--- config.mk ---
export PLATFORM = sky130hd
export DESIGN_NAME = date_difference_age_core
export DESIGN_NICKNAME = d
export VERILOG_FILES = /design/src/rtl/dda_pkg.sv /design/src/rtl/dda_div25.sv /design/src/rtl/dda_date_unit.sv /design/src/rtl/date_difference_age_core.sv
export SDC_FILE = /design/constraint.sdc
export NUM_CORES = 1
export LEC_CHECK = 0
export ABC_AREA = 1
export BUFFER_PORTS_ARGS = -buffer_cell sky130_fd_sc_hd__buf_2
export CAP_MARGIN = 20
export CORE_UTILIZATION = 50
export DETAILED_ROUTE_END_ITERATION = 8
export PLACE_DENSITY = 0.65
export SYNTH_ARGS = -nofsm -noshare
export SYNTH_HDL_FRONTEND = slang
export SYNTH_SLANG_ARGS = --single-unit
--- constraint.sdc ---
create_clock -name clk -period 11.19 [get_ports clk]
set_input_delay 1.119 -clock clk [delete_from_list [all_inputs] [get_ports clk]]
set_output_delay 1.119 -clock clk [all_outputs]
set_load 0.05 [all_outputs]
--- src/rtl/dda_pkg.sv ---
`timescale 1ns / 1ps

package dda_pkg;

	localparam int YEAR_WIDTH_DEF = 12;
	localparam int MAX_YEAR_RESET = 2026;
	localparam int DAY_W = 5;
	localparam int MONTH_W = 4;
	localparam int MLEN_W = 5;
	localparam int MOFF_W = 9;
	localparam int ELAPSED_MONTHS_W = 4;
	localparam int ELAPSED_DAYS_W = 6;
	localparam int TOTAL_W = 21;
	// day number needs about log2(367) bits above the year width
	localparam int DN_EXTRA = 9;
	localparam int DAYS_PER_YEAR = 365;
	localparam int MONTHS_PER_YEAR = 12;
	// 100 = 4 * 25 and 400 = 16 * 25
	localparam int DIV_BASE = 25;
	localparam int REM_W = 5;

	localparam logic [MONTH_W-1:0] MONTH_JAN = 4'd1;
	localparam logic [MONTH_W-1:0] MONTH_FEB = 4'd2;
	localparam logic [MONTH_W-1:0] MONTH_MAR = 4'd3;
	localparam logic [MONTH_W-1:0] MONTH_APR = 4'd4;
	localparam logic [MONTH_W-1:0] MONTH_MAY = 4'd5;
	localparam logic [MONTH_W-1:0] MONTH_JUN = 4'd6;
	localparam logic [MONTH_W-1:0] MONTH_JUL = 4'd7;
	localparam logic [MONTH_W-1:0] MONTH_AUG = 4'd8;
	localparam logic [MONTH_W-1:0] MONTH_SEP = 4'd9;
	localparam logic [MONTH_W-1:0] MONTH_OCT = 4'd10;
	localparam logic [MONTH_W-1:0] MONTH_NOV = 4'd11;
	localparam logic [MONTH_W-1:0] MONTH_DEC = 4'd12;

	typedef struct packed {
		logic s1;
		logic s2;
		logic s3;
		logic s4;
	} stage_en_t;

	typedef struct packed {
		logic [DAY_W-1:0]   sd;
		logic [DAY_W-1:0]   ed;
		logic [MONTH_W-1:0] sm;
		logic [MONTH_W-1:0] em;
		logic               order_ok;
	} raw_t;

	function automatic logic [MLEN_W-1:0] month_len(input logic [MONTH_W-1:0] m,
		input logic lp);
		logic [MLEN_W-1:0] len;
		case (m)
			MONTH_JAN, MONTH_MAR, MONTH_MAY, MONTH_JUL,
			MONTH_AUG, MONTH_OCT, MONTH_DEC: len = 5'd31;
			MONTH_APR, MONTH_JUN, MONTH_SEP, MONTH_NOV: len = 5'd30;
			MONTH_FEB: len = lp ? 5'd29 : 5'd28;
			default: len = 5'd0;
		endcase
		return len;
	endfunction

	// days before the month in a march-based year, (153*mm+2)/5
	function automatic logic [MOFF_W-1:0] month_off(input logic [MONTH_W-1:0] m);
		logic [MOFF_W-1:0] off;
		case (m)
			MONTH_MAR: off = 9'd0;
			MONTH_APR: off = 9'd31;
			MONTH_MAY: off = 9'd61;
			MONTH_JUN: off = 9'd92;
			MONTH_JUL: off = 9'd122;
			MONTH_AUG: off = 9'd153;
			MONTH_SEP: off = 9'd184;
			MONTH_OCT: off = 9'd214;
			MONTH_NOV: off = 9'd245;
			MONTH_DEC: off = 9'd275;
			MONTH_JAN: off = 9'd306;
			MONTH_FEB: off = 9'd337;
			default: off = 9'd0;
		endcase
		return off;
	endfunction

endpackage

--- src/rtl/dda_div25.sv ---
`timescale 1ns / 1ps

module dda_div25 #(
	parameter int XW = 10
) (
	input  logic          clk,
	input  logic          en_a,
	input  logic          en_b,
	input  logic [XW-1:0] x,
	output logic [XW-1:0] q,
	output logic [dda_pkg::REM_W-1:0] r
);
	import dda_pkg::*;

	localparam int MUL = (2 ** XW) / DIV_BASE;
	localparam int MW = $clog2(MUL + 2);
	localparam int WW = (XW > 6) ? XW : 6;
	localparam int PW = WW + MW;

	logic [WW-1:0] x_s2;
	logic [PW-1:0] prod_s2;
	logic [WW-1:0] q_est;
	logic [WW-1:0] r_est;
	logic          fix;
	logic [XW-1:0] q_s3;
	logic [REM_W-1:0] r_s3;

	// reciprocal estimate is exact or one low
	always_ff @(posedge clk) begin
		if (en_a) begin
			x_s2    <= WW'(x);
			prod_s2 <= PW'(x) * PW'(MUL);
		end
	end

	always_comb begin
		q_est = WW'(prod_s2 >> XW);
		r_est = x_s2 - q_est * WW'(DIV_BASE);
		fix   = (r_est >= WW'(DIV_BASE));
	end

	always_ff @(posedge clk) begin
		if (en_b) begin
			q_s3 <= XW'(fix ? q_est + WW'(1) : q_est);
			r_s3 <= REM_W'(fix ? r_est - WW'(DIV_BASE) : r_est);
		end
	end

	assign q = q_s3;
	assign r = r_s3;

endmodule

--- src/rtl/dda_date_unit.sv ---
`timescale 1ns / 1ps

module dda_date_unit #(
	parameter int YEAR_WIDTH = dda_pkg::YEAR_WIDTH_DEF
) (
	input  logic                            clk,
	input  dda_pkg::stage_en_t              en,
	input  logic [YEAR_WIDTH-1:0]           max_year,
	input  logic [dda_pkg::DAY_W-1:0]       day,
	input  logic [dda_pkg::MONTH_W-1:0]     month,
	input  logic [YEAR_WIDTH-1:0]           year,
	output logic [YEAR_WIDTH+dda_pkg::DN_EXTRA-1:0] day_num,
	output logic                            date_ok,
	output logic                            leap
);
	import dda_pkg::*;

	localparam int YW = YEAR_WIDTH;
	localparam int DN_W = YW + DN_EXTRA;

	logic               early;
	logic [YW-1:0]      yy;
	logic               rng_ok;

	logic [DAY_W-1:0]   d_s1, d_s2, d_s3;
	logic [MONTH_W-1:0] m_s1, m_s2, m_s3;
	logic [MOFF_W-1:0]  mo_s1;
	logic [DN_W-1:0]    base_s2, base_s3;
	logic [YW-1:0]      yy_s1, yy_s2, yy_s3;
	logic               early_s1, early_s2, early_s3;
	logic               rng_s1, rng_s2, rng_s3;

	logic [YW-3:0]      q100;
	logic [YW-5:0]      q400;
	logic [REM_W-1:0]   r4, r16;

	logic [REM_W-1:0]   res;
	logic               y4, y16, y100, y400, leap_c;
	logic [DN_W-1:0]    dn_c;

	logic [DN_W-1:0]    dn_s4;
	logic               ok_s4, leap_s4;

	// jan and feb count in the previous year
	always_comb begin
		early  = (month <= MONTH_FEB);
		yy     = year - YW'(early);
		rng_ok = (year != '0) && (year <= max_year) && (month >= MONTH_JAN) &&
			(month <= MONTH_DEC) && (day != '0);
	end

	// year, month and day part of the day number; century terms follow the dividers
	always_ff @(posedge clk) begin
		if (en.s1) begin
			d_s1     <= day;
			m_s1     <= month;
			mo_s1    <= month_off(month);
			yy_s1    <= yy;
			early_s1 <= early;
			rng_s1   <= rng_ok;
		end
		if (en.s2) begin
			d_s2     <= d_s1;
			m_s2     <= m_s1;
			base_s2  <= DN_W'(yy_s1) * DN_W'(DAYS_PER_YEAR) + DN_W'(yy_s1[YW-1:2])
				+ DN_W'(mo_s1) + DN_W'(d_s1);
			yy_s2    <= yy_s1;
			early_s2 <= early_s1;
			rng_s2   <= rng_s1;
		end
		if (en.s3) begin
			d_s3     <= d_s2;
			m_s3     <= m_s2;
			base_s3  <= base_s2;
			yy_s3    <= yy_s2;
			early_s3 <= early_s2;
			rng_s3   <= rng_s2;
		end
	end

	dda_div25 #(.XW(YW - 2)) u_div100 (
		.clk  (clk),
		.en_a (en.s2),
		.en_b (en.s3),
		.x    (yy_s1[YW-1:2]),
		.q    (q100),
		.r    (r4)
	);

	dda_div25 #(.XW(YW - 4)) u_div400 (
		.clk  (clk),
		.en_a (en.s2),
		.en_b (en.s3),
		.x    (yy_s1[YW-1:4]),
		.q    (q400),
		.r    (r16)
	);

	// leap test of the real year from yy; for jan/feb yy is year-1,
	// so divisibility shows as all-ones low bits and a residue of DIV_BASE-1
	always_comb begin
		res    = early_s3 ? REM_W'(DIV_BASE - 1) : '0;
		y4     = early_s3 ? (yy_s3[1:0] == 2'b11) : (yy_s3[1:0] == 2'b00);
		y16    = early_s3 ? (yy_s3[3:0] == 4'hf) : (yy_s3[3:0] == 4'h0);
		y100   = y4 && (r4 == res);
		y400   = y16 && (r16 == res);
		leap_c = y4 && (!y100 || y400);
		dn_c   = base_s3 - DN_W'(q100) + DN_W'(q400);
	end

	always_ff @(posedge clk) begin
		if (en.s4) begin
			dn_s4   <= dn_c;
			ok_s4   <= rng_s3 && (MLEN_W'(d_s3) <= month_len(m_s3, leap_c));
			leap_s4 <= leap_c;
		end
	end

	assign day_num = dn_s4;
	assign date_ok = ok_s4;
	assign leap    = leap_s4;

endmodule

--- src/rtl/date_difference_age_core.sv ---
`timescale 1ns / 1ps
// five register stages: a date pair taken into the first passes the three
// middle stages and shows its result when the output stage takes it
// throughput one date pair per cycle while out_ready is high; each stage holds
// only while the one after it is full and stalled, so bubbles close up
// reset clears v_s1 to v_s5 and loads max_year with 2026 cut to the year width
module date_difference_age_core #(
	parameter int YEAR_WIDTH = dda_pkg::YEAR_WIDTH_DEF
) (
	input  logic                                 clk,
	input  logic                                 arst_n,
	input  logic                                 cfg_we,
	input  logic [YEAR_WIDTH-1:0]                cfg_wdata,
	input  logic                                 in_valid,
	output logic                                 in_ready,
	input  logic [dda_pkg::DAY_W-1:0]            start_day,
	input  logic [dda_pkg::MONTH_W-1:0]          start_month,
	input  logic [YEAR_WIDTH-1:0]                start_year,
	input  logic [dda_pkg::DAY_W-1:0]            end_day,
	input  logic [dda_pkg::MONTH_W-1:0]          end_month,
	input  logic [YEAR_WIDTH-1:0]                end_year,
	output logic                                 out_valid,
	input  logic                                 out_ready,
	output logic                                 dates_valid,
	output logic [YEAR_WIDTH-1:0]                elapsed_years,
	output logic [dda_pkg::ELAPSED_MONTHS_W-1:0] elapsed_months,
	output logic signed [dda_pkg::ELAPSED_DAYS_W-1:0] elapsed_days,
	output logic [dda_pkg::TOTAL_W-1:0]          total_days
);
	import dda_pkg::*;

	localparam int YW = YEAR_WIDTH;
	localparam int DN_W = YW + DN_EXTRA;
	localparam int DIFF_W = (DN_W > TOTAL_W) ? DN_W : TOTAL_W;

	logic [YW-1:0] max_year_q;

	logic v_s1, v_s2, v_s3, v_s4, v_s5;
	logic rdy1, rdy2, rdy3, rdy4, rdy5;
	stage_en_t en;

	raw_t          raw_c, raw_s1, raw_s2, raw_s3, raw_s4;
	logic [YW-1:0] dy_s1, dy_s2, dy_s3, dy_s4;

	logic [DN_W-1:0] dn_s, dn_e;
	logic            ok_s, ok_e;
	logic            leap_s, leap_e;

	logic                    ok_c;
	logic                    neg;
	logic [MLEN_W-1:0]       prev_len;
	logic [6:0]              days_c;
	logic [4:0]              mon_c;
	logic                    borrow;
	logic [DIFF_W-1:0]       diff_c;

	logic                        valid_s5;
	logic [YW-1:0]               years_s5;
	logic [ELAPSED_MONTHS_W-1:0] months_s5;
	logic [ELAPSED_DAYS_W-1:0]   days_s5;
	logic [TOTAL_W-1:0]          total_s5;

	always_ff @(posedge clk or negedge arst_n) begin
		if (!arst_n) begin
			max_year_q <= YW'(MAX_YEAR_RESET);
		end else if (cfg_we) begin
			max_year_q <= cfg_wdata;
		end
	end

	// a stage takes a new beat when it is empty or its content moves on
	always_comb begin
		rdy5     = !v_s5 || out_ready;
		rdy4     = !v_s4 || rdy5;
		rdy3     = !v_s3 || rdy4;
		rdy2     = !v_s2 || rdy3;
		rdy1     = !v_s1 || rdy2;
		in_ready = rdy1;
		en.s1    = rdy1;
		en.s2    = rdy2;
		en.s3    = rdy3;
		en.s4    = rdy4;
	end

	always_ff @(posedge clk or negedge arst_n) begin
		if (!arst_n) begin
			v_s1 <= 1'b0;
			v_s2 <= 1'b0;
			v_s3 <= 1'b0;
			v_s4 <= 1'b0;
			v_s5 <= 1'b0;
		end else begin
			if (rdy1) v_s1 <= in_valid;
			if (rdy2) v_s2 <= v_s1;
			if (rdy3) v_s3 <= v_s2;
			if (rdy4) v_s4 <= v_s3;
			if (rdy5) v_s5 <= v_s4;
		end
	end

	always_comb begin
		raw_c.sd = start_day;
		raw_c.ed = end_day;
		raw_c.sm = start_month;
		raw_c.em = end_month;
		raw_c.order_ok = (end_year > start_year) || ((end_year == start_year) &&
			((end_month > start_month) ||
			((end_month == start_month) && (end_day >= start_day))));
	end

	always_ff @(posedge clk) begin
		if (en.s1) begin
			raw_s1 <= raw_c;
			dy_s1  <= end_year - start_year;
		end
		if (en.s2) begin
			raw_s2 <= raw_s1;
			dy_s2  <= dy_s1;
		end
		if (en.s3) begin
			raw_s3 <= raw_s2;
			dy_s3  <= dy_s2;
		end
		if (en.s4) begin
			raw_s4 <= raw_s3;
			dy_s4  <= dy_s3;
		end
	end

	dda_date_unit #(.YEAR_WIDTH(YW)) u_start (
		.clk      (clk),
		.en       (en),
		.max_year (max_year_q),
		.day      (start_day),
		.month    (start_month),
		.year     (start_year),
		.day_num  (dn_s),
		.date_ok  (ok_s),
		.leap     (leap_s)
	);

	dda_date_unit #(.YEAR_WIDTH(YW)) u_end (
		.clk      (clk),
		.en       (en),
		.max_year (max_year_q),
		.day      (end_day),
		.month    (end_month),
		.year     (end_year),
		.day_num  (dn_e),
		.date_ok  (ok_e),
		.leap     (leap_e)
	);

	// day borrow uses the month before the end month; january borrows december
	always_comb begin
		ok_c     = ok_s && ok_e && raw_s4.order_ok;
		neg      = (raw_s4.ed < raw_s4.sd);
		prev_len = (raw_s4.em == MONTH_JAN) ? month_len(MONTH_DEC, 1'b0) :
			month_len(raw_s4.em - 4'd1, leap_e);
		days_c   = neg ? 7'(raw_s4.ed) + 7'(prev_len) - 7'(raw_s4.sd) :
			7'(raw_s4.ed) - 7'(raw_s4.sd);
		mon_c    = 5'(raw_s4.em) - 5'(raw_s4.sm) - 5'(neg);
		borrow   = mon_c[4];
		if (borrow) begin
			mon_c = mon_c + 5'(MONTHS_PER_YEAR);
		end
		diff_c   = DIFF_W'(dn_e) - DIFF_W'(dn_s);
	end

	always_ff @(posedge clk) begin
		if (rdy5) begin
			valid_s5  <= ok_c;
			years_s5  <= ok_c ? dy_s4 - YW'(borrow) : '0;
			months_s5 <= ok_c ? mon_c[ELAPSED_MONTHS_W-1:0] : '0;
			days_s5   <= ok_c ? days_c[ELAPSED_DAYS_W-1:0] : '0;
			total_s5  <= ok_c ? diff_c[TOTAL_W-1:0] : '0;
		end
	end

	assign out_valid      = v_s5;
	assign dates_valid    = valid_s5;
	assign elapsed_years  = years_s5;
	assign elapsed_months = months_s5;
	assign elapsed_days   = days_s5;
	assign total_days     = total_s5;

	// input only backs up when every stage is full and the output is stalled
	a_full_stall: assert property (@(posedge clk) disable iff (!arst_n)
		!in_ready |-> (v_s1 && v_s2 && v_s3 && v_s4 && v_s5 && !out_ready))
		else $error("input stalled with a free stage");

	a_months_range: assert property (@(posedge clk) disable iff (!arst_n)
		(out_valid && dates_valid) |-> (elapsed_months <= 4'd11))
		else $error("elapsed months out of range");

	a_days_range: assert property (@(posedge clk) disable iff (!arst_n)
		(out_valid && dates_valid) |-> (elapsed_days >= -6'sd3))
		else $error("elapsed days below minimum");

	a_same_day: assert property (@(posedge clk) disable iff (!arst_n)
		(out_valid && dates_valid && (total_days == '0)) |->
		((elapsed_years == '0) && (elapsed_months == '0) && (elapsed_days == '0)))
		else $error("zero day count with nonzero elapsed fields");

	a_invalid_zero: assert property (@(posedge clk) disable iff (!arst_n)
		(out_valid && !dates_valid) |-> ((total_days == '0) && (elapsed_years == '0)))
		else $error("invalid beat carries data");

endmodule

# Word level (Yosys, flattened, before mapping)
# Memories as Yosys holds them, arrays and structs flattened. A register that Yosys moved wholly into a read port is not among the register bits.
# Index checks and enable logic that the tools add are counted.
dict set report totals {
  reg_bits 494
  latchBits 0
  ramBits 0
  rom_bits 288
  in_bits 59
  output_inout_bits 46
  word_cells 268
  mem_count 2
}
dict set report op_classes {
  add_sub_neg 34
  n_mul 10
  n_div 0
  order_cmp 18
  n_eq_ne 47
  shift 0
  n_mux 25
  bitwise 0
  n_reduce_logical 50
}
# memory words word_bits read_ports rd_clocked_by_memory_dff wr line
set mem_list {}
lappend mem_list {{(no name shown)} 16 9 1 1 0 dda_pkg.sv:66} ;# case (m)
lappend mem_list {{(no name shown)} 16 9 1 1 0 dda_pkg.sv:66}
# cell count
set ops {}
lappend ops {{adder 21 x 5 -> 21 bit} 4}
lappend ops {{== test 4 bit, second input constant} 17}
lappend ops {{== test 4 x 3 -> 1 bit, second input constant} 12}
lappend ops {{2-to-1 mux 5 bit} 9}
lappend ops {{case mux 5 bit (3 select lines)} 3}
lappend ops {{adder 21 x 10 -> 21 bit} 2}
lappend ops {{adder 21 x 9 -> 21 bit} 2}
lappend ops {{multiplier 12 x 9 -> 21 bit, second input constant} 2}
lappend ops {{subtractor 21 x 7 -> 21 bit} 2}
lappend ops {{subtractor 12 x 1 -> 12 bit} 3}
lappend ops {{multiplier 10 x 3 -> 13 bit, second input constant} 2}
lappend ops {{== test 4 x 2 -> 1 bit, second input constant} 6}
lappend ops {{<= comparator 12 bit} 2}
lappend ops {{nonzero test 12 bit} 2}
lappend ops {{multiplier 8 x 3 -> 11 bit, second input constant} 2}
lappend ops {{OR reduction 7 bit} 3}
lappend ops {{subtractor 21 bit} 1}
lappend ops {{== test 5 bit} 4}
lappend ops {{>= comparator 10 x 5 -> 1 bit, second input constant} 2}
lappend ops {{logical AND 1 bit} 20}
lappend ops {{multiplier 6 x 5 -> 10 bit, second input constant} 2}
lappend ops {{subtractor 10 bit} 2}
lappend ops {{subtractor 5 bit, second input constant} 4}
lappend ops {{2-to-1 mux 6 bit} 3}
lappend ops {{33 further kinds} 73}

# Logic depth before layout (Yosys ltp)
# Gate-level depths: netlist of the first run.
dict set report logic_depth {
  depth_word 11
  mapped_depth 23
}

# Cells and area by module
# From an unflattened synthesis of the first run, not the netlist that was laid out.
dict set report unflattened {
  hier_cells 4070
  area_unflattened_um2 37946.4
}
# module n_inst cells_per_inst area_per_inst_um2 seq_area_each_um2
set by_module_without_submodules {}
lappend by_module_without_submodules {{dda_date_unit at u_end} 1 1069 9882.0 3813.7}
lappend by_module_without_submodules {{dda_date_unit at u_start} 1 1067 9836.9 3813.7}
lappend by_module_without_submodules {date_difference_age_core 1 856 9187.6 5480.3}
lappend by_module_without_submodules {{dda_div25 at u_end.u_div100} 1 302 2611.3 840.8}
lappend by_module_without_submodules {{dda_div25 at u_start.u_div100} 1 317 2611.3 840.8}
lappend by_module_without_submodules {{dda_div25 at u_end.u_div400} 1 228 1920.6 660.6}
lappend by_module_without_submodules {{dda_div25 at u_start.u_div400} 1 231 1896.8 660.6}

# Worst setup path before layout of the first run
# No wires, ideal clock.
dict set report synth_path {
  path_type {input-to-output}
  startpoint {input port out_ready}
  endpoint {output port in_ready}
  arrival_ns 8.644
  required_ns 10.071
  path_slack_ns 1.427
  stages 8
  cell_sequence {nor2_1 -> inv_1 -> nor2_1 -> inv_1 -> nor2_1 -> inv_1 -> nor2_1 -> nand2_1}
}
dict set report synth_via {
  elab_chain_cells 5
}
# item line
set synth_lines {}
lappend synth_lines {{start, declared} date_difference_age_core.sv:23} ;# input logic out_ready,
lappend synth_lines {{logical OR 1 bit} date_difference_age_core.sv:73} ;# rdy5 = !v_s5 || out_ready;
lappend synth_lines {{named net rdy5} date_difference_age_core.sv:39} ;# logic rdy1, rdy2, rdy3, rdy4, rdy5;
lappend synth_lines {{logical OR 1 bit} date_difference_age_core.sv:74} ;# rdy4 = !v_s4 || rdy5;
lappend synth_lines {{named net rdy4} date_difference_age_core.sv:39}
lappend synth_lines {{logical OR 1 bit} date_difference_age_core.sv:75} ;# rdy3 = !v_s3 || rdy4;
lappend synth_lines {{named net rdy3} date_difference_age_core.sv:39}
lappend synth_lines {{logical OR 1 bit} date_difference_age_core.sv:76} ;# rdy2 = !v_s2 || rdy3;
lappend synth_lines {{logical OR 1 bit} date_difference_age_core.sv:77} ;# rdy1 = !v_s1 || rdy2;
lappend synth_lines {{end, declared} date_difference_age_core.sv:15} ;# output logic in_ready,
# The timed path passes the listed nets, and every way through them passes these cells.

# Worst setup path after layout of the first run
# Ends and elaborated chain as after synthesis.

==> results by group, run 1 <==
Detailed routing
  • WL/cell: around 16 um
  • Iter 0 DRT Violations: ~1500
  • # DRC: 0
  • Drt pass-1 iters: 5
  • Antenna-violating nets left: 0
  • Vias: ~23000
  • Via-per-instance ratio: slightly above 5
  • Post-Route WL: approximately 73000 um

Setup path
  • Critical path startpoint: out_ready
  • CP arrival: just over 5000 ps
  • CP endpoint kind: output pin
  • Crit Path Max Fanout: 79
  • RR Startpoint: u_start.yy_s1[5]
  • Startpoint Class: primary input
  • Critical path class: in2out
  • Worst EP required: 10070 ps

Clock network
  • Root Buffer Master: clkbuf_16
  • Longest Clk Path Bufs: 3
  • CTS Hold Bufs: 0
  • Num CTS Buffers: 51
  • Clock Pin Slew Worst Setup and Hold Paths: 60 ps
  • Worst skew pair latency: 610 ps
  • Post-CTS Setup Inserts: 0
  • Post-CTS Resized: 0
  • H-tree depth: 2
  • TritonCTS clock tree: done
  • CTS sink count: approximately 460

Status
  • Status: finished clean

Timing
  • Final setup violating endpoints: 0
  • Setup TNS: 0 ps
  • Worst rel slew slack: 0.269
  • Min Tclk post-route: between 6000 and 7000 ps
  • Maximum clock rate: roughly 0.16 GHz
  • Worst slew pin tran: roughly 1100 ps
  • Fin crit share: 0.560
  • Final Hold Violating Endpoints: 0
  • Clock Skew: 34.1 ps
  • RSZ-0062 raised after global routing: no
  • Slew Limit Fails: 0

Yosys
  • Count of different cell masters after synthesis: 48
  • Primary FF master, synth: edfxtp_1
  • Synthesized net count: ~4000
  • FF+latch count, synth: ~460
  • Yosys Warn Count: 0
  • Syn Inst Count: ~3400
  • EDFF count, synth: roughly 450
  • Seq/Total Area, Yosys: 0.417
  • Mapped cell area: roughly 33000 um^2
  • Post-Syn Area per Cell: between 9 and 10 um^2
  • Ys async rst share: 0.0366

Die
  • Die ar.: 67500 um^2
  • Starting Density: 0.505
  • Die width: approximately 260 um
  • Core box area: 65700 um^2
  • Row count: 94
  • Chip Height: between 200 and 300 um
  • I/O pins: approximately 110

Global routing
  • Global-route wire length before repair: roughly 120000 um
  • Largest net degree at the start of global routing: 80
  • Vias in the first global route: about 22000
  • Initial antenna violation count: 1
  • Total GRT Usage: 0.220
  • GR Overflow Total: 0

Cells and area
  • Commonest non-fill, non-tap cell in the layout: inv_1
  • Commonest non-fill, non-tap cells in the layout: inv_1, nand2_1, edfxtp_1
  • # diodes: 0
  • Final non-filler cell total: about 4500
  • Layout area overhead: 10.1%
  • Layout cells sized above 1: 0.0671
  • Final #Nets: 4165

Place
  • Port bufs: approximately 100
  • Routability cong.: 0.947
  • DPL Wire Length: around 59000 um
  • Placed cells: roughly 4400

Min path
  • Hold_sp: dy_s1[6]
  • Type of the worst min-delay path: reg2reg

Flow run
  • Max Cap Violations: 0
cells by family (layout without fill, tap and decap cells):
kind of cell    Yosys count  after routing  synth area share
flops                   464            464             0.417
buf+inv                 705            892            0.0809
simple gates           1100           1100             0.142
mux                       1              1          0.000339
fa+ha+maj               556            556             0.245
compound gates          403            403            0.0662
xor+xnor                176            176            0.0480
flip-flops by register name, summed over array words and instances (netlist names), 12 cells and up:
register and flops:
u_start.day_num 21, dy_s3 12, u_end.base_s2 21, max_year_q 12, u_start.base_s2 21, dy_s1 12
u_end.base_s3 21, u_start.yy_s1 12, elapsed_years 12, u_end.yy_s1 12, dy_s4 12, u_end.day_num 21
total_days 21, dy_s2 12, u_start.base_s3 21, raw_s4 19
path summary, 6_finish.rpt:
| path | end | slack, ps | cells after the start |
|---|---|---|---|
| worst max-delay path | in_ready | 4920 | 12 |
| worst min-delay path | dy_s2[6] | 410 | 0 |
| worst max register to register | u_start.base_s2[15] | 6270 | 18 |
| worst min register to register | dy_s2[6] | 410 | 0 |
| max in group asynchronous | max_year_q[1] | 10420 | 1 |
| min in group asynchronous | v_s4 | 440 | 1 |
cells in the mapped netlist (all sizes together) (7+ instances only):
| master | n | area share |
|---|---|---|
| nand3b | 12 | 0.0027 |
| o21a | 11 | 0.0025 |
| fa | 160 | 0.096 |
| clkbuf | 9 | 0.0010 |
| o21bai | 14 | 0.0032 |
| a21oi | 191 | 0.029 |
| nand2 | 597 | 0.068 |
| ha | 396 | 0.15 |
| or2 | 8 | 0.0015 |
| a31oi | 15 | 0.0028 |
| a21o | 9 | 0.0020 |
| buf | 8 | 0.0022 |
| o21ai | 134 | 0.020 |
| xnor2 | 60 | 0.016 |
| a21boi | 7 | 0.0016 |
| nand4 | 47 | 0.0088 |
| xor2 | 116 | 0.032 |
| inv | 688 | 0.078 |
| nand3 | 171 | 0.026 |
| dfrtp | 9 | 0.0068 |
| nor3 | 48 | 0.0072 |
| dfstp | 8 | 0.0063 |
| edfxtp | 447 | 0.40 |
| nor4 | 7 | 0.0013 |
| nor2 | 200 | 0.024 |
metal layers:
layer	global-route usage	wire, um
met3	0.0277	3600
met4	0.0712	2080
met5	0	0
met1	0.315	34800
met2	0.347	32100
through the flow:
| step | setup slack [ps] | utilization | instance area, um^2 | hold WS, ps |
|---|---|---|---|---|
| 2_1_floorplan | 1430 | - | 33200 | 400 |
| 3_3_place_gp | 4810 | 0.529 | 34800 | 401 |
| 3_5_place_dp | 4780 | 0.529 | 34800 | 405 |
| 4_1_cts | 4770 | 0.557 | 36600 | 408 |
| 5_1_grt | 4470 | 0.557 | 36600 | 418 |
| 6_report | 4920 | 0.557 | 36600 | 409 |
critical path, stage by stage:
cell and delay [ps]:
buf_2 80, nor2_1 50, inv_2 740, nor2_1 120, clkinv_2 70, buf_4 690, nor2_1 170, inv_4 560
nor2_1 250, nand2_4 100, buf_4 720, buf_2 410
area by class of cell:
type,count,area (um^2)
inverters,688,2590
flip-flops and latches,464,13900
repair buffers,109,566
well taps,864,1080
clock buffers,66,1350
fillers,5742,29100
clock inverters,29,465
multi-input cells,2236,16700
Power of run 1 is left out: the tool's default activity adds up to more than one toggle a clock period on the data nets, which glitch-free logic cannot reach.
==> inputs of run 2 (changes only) <==
- clock period: 11.19 -> 6.55 ns (I/O delays scaled with it)
==> run 2 against run 1 <==
  * Worst hold slack got worse by 190 ps
  * Register-to-register slack worse by 4600 ps
  * Via count up 0.27%
  * Utilization about the same
  * Non-clock buffer count rose by 6
==> results by group, run 2 (same netlist as run 1, synthesis figures left out) <==
Detailed routing
  • Drt pass-1 iters: 7
  • Iter 0 DRT Violations: about 1600
  • Antenna-violating nets left: 0
  • Post-Route WL: ~75000 um
  • Via-per-instance ratio: 5.17
  • WL/cell: around 17 um
  • # DRC: 0
  • Vias: 23000

Global routing
  • Initial antenna violation count: 2
  • GR Util met2: 0.364
  • Global-route wire length before repair: roughly 120000 um
  • GR Overflow Total: 0
  • Largest net degree at the start of global routing: just under 70
  • Vias in the first global route: 22400
  • Total GRT Usage: 0.227
  • Top Usage Layer GRT: met2
  • Met1 Use GR: 0.325
  • Met3 GRT Util: 0.0261

Clock network
  • Root Buffer Master: clkbuf_16
  • Worst skew pair latency: between 600 and 700 ps
  • CTS sink count: ~460
  • Longest Clk Path Bufs: 3
  • TritonCTS clock tree: done
  • H-tree depth: 2
  • Clock Pin Slew Worst Setup and Hold Paths: 60 ps
  • Num CTS Buffers: between 50 and 60

Setup path
  • Slowest stage cell on the critical path: fa_1
  • RR Startpoint: u_start.yy_s1[5]
  • Critical path class: reg2reg
  • Critical path startpoint: u_start.yy_s1[5]
  • Worst EP required: a little under 7000 ps
  • Crit Path Max Fanout: 4
  • CP endpoint kind: flip-flop
  • Cell Chain, Critical Path: ha_1 -> fa_1 -> inv_1 -> fa_1 -> inv_1 -> fa_1 -> inv_1 -> fa_1 -> inv_1 -> ha_1 -> nand2_1 -> nor3_1 -> nor2_1 -> o21ai_0 -> nand3_1 -> nand3_1 -> nand2_1
  • Startpoint Class: flip-flop
  • Critical Path Max Stage Delay: ~550 ps
  • CP arrival: approximately 5200 ps

Timing
  • Setup TNS: 0 ps
  • Final setup violating endpoints: 0
  • Fin Hold WS: ~220 ps
  • Maximum clock rate: between 0.2 and 0.25 GHz
  • Final Hold Violating Endpoints: 0
  • Worst rel slew slack: 0.314
  • Clock Skew: slightly above 40 ps
  • Worst slew pin tran: approximately 1000 ps
  • Slew Limit Fails: 0
  • Min Tclk post-route: between 4000 and 5000 ps
  • Fin crit share: 0.741
  • RSZ-0062 raised after global routing: no

Place
  • Port bufs: roughly 100
  • DPL Wire Length: about 61000 um
  • Routability cong.: ~0.9
  • Placed cells: about 4400

Cells and area
  • Final non-filler cell total: between 4000 and 5000
  • Layout cells sized above 1: 0.0693
  • Layout area overhead: 10.1%
  • Final core occ: 0.556
  • Commonest non-fill, non-tap cells in the layout: inv_1, nand2_1, edfxtp_1
  • Final #Nets: approximately 4200
  • Area occupied by multi-input gates: roughly 17000 um^2
  • Register area: around 14000 um^2
  • Fillers: roughly 5700
  • # diodes: 0
  • Commonest non-fill, non-tap cell in the layout: inv_1

Flow run
  • Max Cap Violations: 0

Min path
  • Type of the worst min-delay path: in2reg
  • Hold_sp: in_valid

Die
  • Starting Density: 0.505
  • Row count: between 90 and 100
  • Die ar.: between 60000 and 70000 um^2
  • I/O pins: roughly 110
  • Die width: approximately 260 um
  • Core box area: 65700 um^2
  • Chip Height: ~260 um

Status
  • Status: finished clean
## run 2: cell type report
type / instances / area share
Timing Repair Buffer: 115 / 0.0168
Inverter: 688 / 0.0710
Sequential cell: 464 / 0.379
Tap cell: 864 / 0.0295
Clock buffer: 58 / 0.0356
Multi-Input combinational cell: 2236 / 0.457
Clock inverter: 32 / 0.0114
## run 2: stage by stage
step / setup slack (ps) / cell area [um^2]
2_1_floorplan: -1090 / 33300
3_3_place_gp: 1800 / 34800
3_5_place_dp: 1730 / 34800
4_1_cts: 1730 / 36600
5_1_grt: 1400 / 36600
6_report: 1700 / 36600
## run 2: repair_timing
action,4_1_cts,5_1_grt
gates resized for setup,0,0
endpoints found under the hold margin,9,0
hold buffers,1,0
buffers inserted,0,0
endpoints found under the setup margin,0,0
## run 2: path summary, 6_finish.rpt
path                       slack [ps]  depth (start not counted)                   to
setup / recovery                 1700                         17  u_start.base_s2[18]
min in group asynchronous         470                          2                 v_s4
hold / removal                    220                          3                 v_s1
hold reg to reg                   410                          0        u_end.m_s2[3]
setup reg to reg                 1700                         17  u_start.base_s2[18]
max in group asynchronous        5750                          2        max_year_q[7]
## run 2: worst max-delay path, delay by kind of cell (launching register included)
kind | cells | cell delay, ps
DFF | 1 | 470
adders and majority gates | 6 | 2800
buffers and inverters | 4 | 190
and+or+nand+nor | 6 | 790
AOI/OAI and AO/OA | 1 | 330
## run 2: layer usage
| layer | up-vias | share of wire |
|---|---|---|
| met5 | - | 0 |
| met4 | 0 | 0.024 |
| met3 | 99 | 0.050 |
| met2 | 577 | 0.45 |
| met1 | 10800 | 0.48 |
| li1 | 11600 | - |
Power of run 2 is left out for the same reason.
==> inputs of run 3 (changes only) <==
- PLACE_DENSITY: 0.65 -> 0.68
- clock period: 6.55 -> 4.2 ns (I/O delays scaled with it)
==> run 3 against run 2 <==
  * Critical path depth down 2
  * Register-to-register slack worse by 1900 ps
  * Critical endpoint is now u_start.base_s2[19]
  * Die area unchanged
  * Clock-buffer cell count down 2
  * Worst setup slack worse by 1900 ps
  * Sequential share of layout area down 2.5 points
  * Final area up 7.2%
  * The flow now finishes with violations (setup timing)
  * Largest cell class unchanged
  * Global-route usage up 0.47 points
==> results by group, run 3 (same netlist as run 1, synthesis figures left out) <==
Timing
  • Worst rel slew slack: 0.306
  • Final Hold Violating Endpoints: 0
  • Min Tclk post-route: between 4000 and 5000 ps
  • Setup TNS: -1600 ps
  • Worst slew pin tran: approximately 1000 ps
  • Fin crit share: 1.04
  • RSZ-0062 raised after global routing: yes
  • Final setup violating endpoints: 19
  • Slew Limit Fails: 0
  • Final WS setup: -170 ps
  • Maximum clock rate: about 0.23 GHz
  • Clock Skew: roughly 22 ps

Setup path
  • CP arrival: approximately 4700 ps
  • Crit Path Max Fanout: 4
  • CP endpoint kind: flip-flop
  • Critical path class: reg2reg
  • Worst EP required: roughly 4600 ps
  • R2r setup slk: -170 ps
  • R2r worst-path depth: 15
  • RR Startpoint: u_start.yy_s1[8]
  • Startpoint Class: flip-flop
  • RR Endpoint: u_start.base_s2[19]

Global routing
  • Global-route wire length before repair: roughly 120000 um
  • Vias in the first global route: between 20000 and 25000
  • Total GRT Usage: 0.232
  • Initial antenna violation count: 0
  • Largest net degree at the start of global routing: 80
  • GR Overflow Total: 0

Flow run
  • Max Cap Violations: 0

Cells and area
  • # diodes: 0
  • Commonest non-fill, non-tap cell in the layout: inv_1
  • Fillers: around 5400
  • Layout area overhead: 18.0%
  • Register area: ~14000 um^2
  • Area occupied by multi-input gates: ~18000 um^2
  • Final #Nets: approximately 4400
  • Layout cells sized above 1: 0.166
  • Commonest non-fill, non-tap cells in the layout: inv_1, nand2_1, edfxtp_1
  • Final core occ: 0.596

Die
  • Chip Height: approximately 260 um
  • Starting Density: 0.505
  • Die ar.: 67500 um^2
  • Core box area: approximately 66000 um^2
  • Die width: roughly 260 um
  • I/O pins: ~110
  • Row count: 94

Clock network
  • H-tree depth: 2
  • Longest Clk Path Bufs: 3
  • Root Buffer Master: clkbuf_16
  • Clock Pin Slew Worst Setup and Hold Paths: ~60 ps
  • Worst skew pair latency: a little over 600 ps
  • TritonCTS clock tree: done
  • CTS sink count: roughly 460
  • Num CTS Buffers: 50

Min path
  • Type of the worst min-delay path: in2reg
  • Endpoint, Worst Hold: v_s1
  • Hold_sp: in_valid
  • WHS Path Cells: 3

Place
  • Post-Place Worst Slack: -277 ps
  • Port bufs: around 100
  • DPL Wire Length: between 60000 and 70000 um
  • Routability cong.: slightly above 0.9

Status
  • Status: complete, but fails checks
  • Failing checks: setup timing

Detailed routing
  • Antenna-violating nets left: 0
  • # DRC: 0
  • Vias: around 24000
  • Iter 0 DRT Violations: ~1600
  • Drt pass-1 iters: 5
  • Via-per-instance ratio: between 5 and 6
  • Post-Route WL: slightly below 80000 um
  • WL/cell: around 17 um
-- run 3: worst max path at each step --
stage	from	to	slack (ps)	depth (start not counted)
after detailed placement	u_start.yy_s1[7]	u_start.base_s2[19]	-280	16
after floorplan	out_valid	dy_s2[0]	-3400	9
final	u_start.yy_s1[8]	u_start.base_s2[19]	-170	15
after global routing	u_start.yy_s1[7]	u_start.base_s2[19]	-330	17
after CTS	u_start.yy_s1[7]	u_start.base_s2[19]	-140	16
after global placement	u_start.yy_s1[7]	u_start.base_s2[19]	-170	16
-- run 3: repair_timing --
action                     4_1_cts  5_1_grt
hold endpoints to repair         9        0
setup buffers                   23       25
hold buffers                     1        0
setup endpoints to repair       28       34
resized for setup              111      112
pin swaps                       69       96
-- run 3: metrics by stage --
stage | instances | hold WS [ps] | area, um^2
after floorplan | 3405 | 124 | 33500
after global placement | 4519 | 365 | 36200
after detailed placement | 4519 | 366 | 36200
after CTS | 4630 | 0.230 | 38600
final | 4652 | 20.0 | 39200
after global routing | 4652 | 6.39 | 39200
-- run 3: routing by layer --
layer | wire length (um) | global-route usage
met3 | 4100 | 0.0294
met5 | 0 | 0
met4 | 2170 | 0.0685
met2 | 35600 | 0.377
met1 | 35900 | 0.324
-- run 3: area by class of cell --
cell class | count | share of cell area
sequential | 464 | 0.353
clock inverter | 32 | 0.0101
inverter | 688 | 0.0664
clock buffer | 56 | 0.0330
tap | 864 | 0.0276
multi-input combinational | 2236 | 0.455
timing repair buffer | 312 | 0.0545
-- run 3: worst max-delay path: stages, from the launching register on --
cell and delay (ps):
edfxtp_1 540, ha_4 350, buf_4 130, inv_1 60
fa_1 480, fa_1 530, inv_1 60, fa_1 490
ha_1 320, ha_1 350, nand2_1 170, o21ai_1 240
a21oi_1 130, buf_4 150, nand4_1 60, nand2_1 50
Power of run 3 is left out for the same reason.
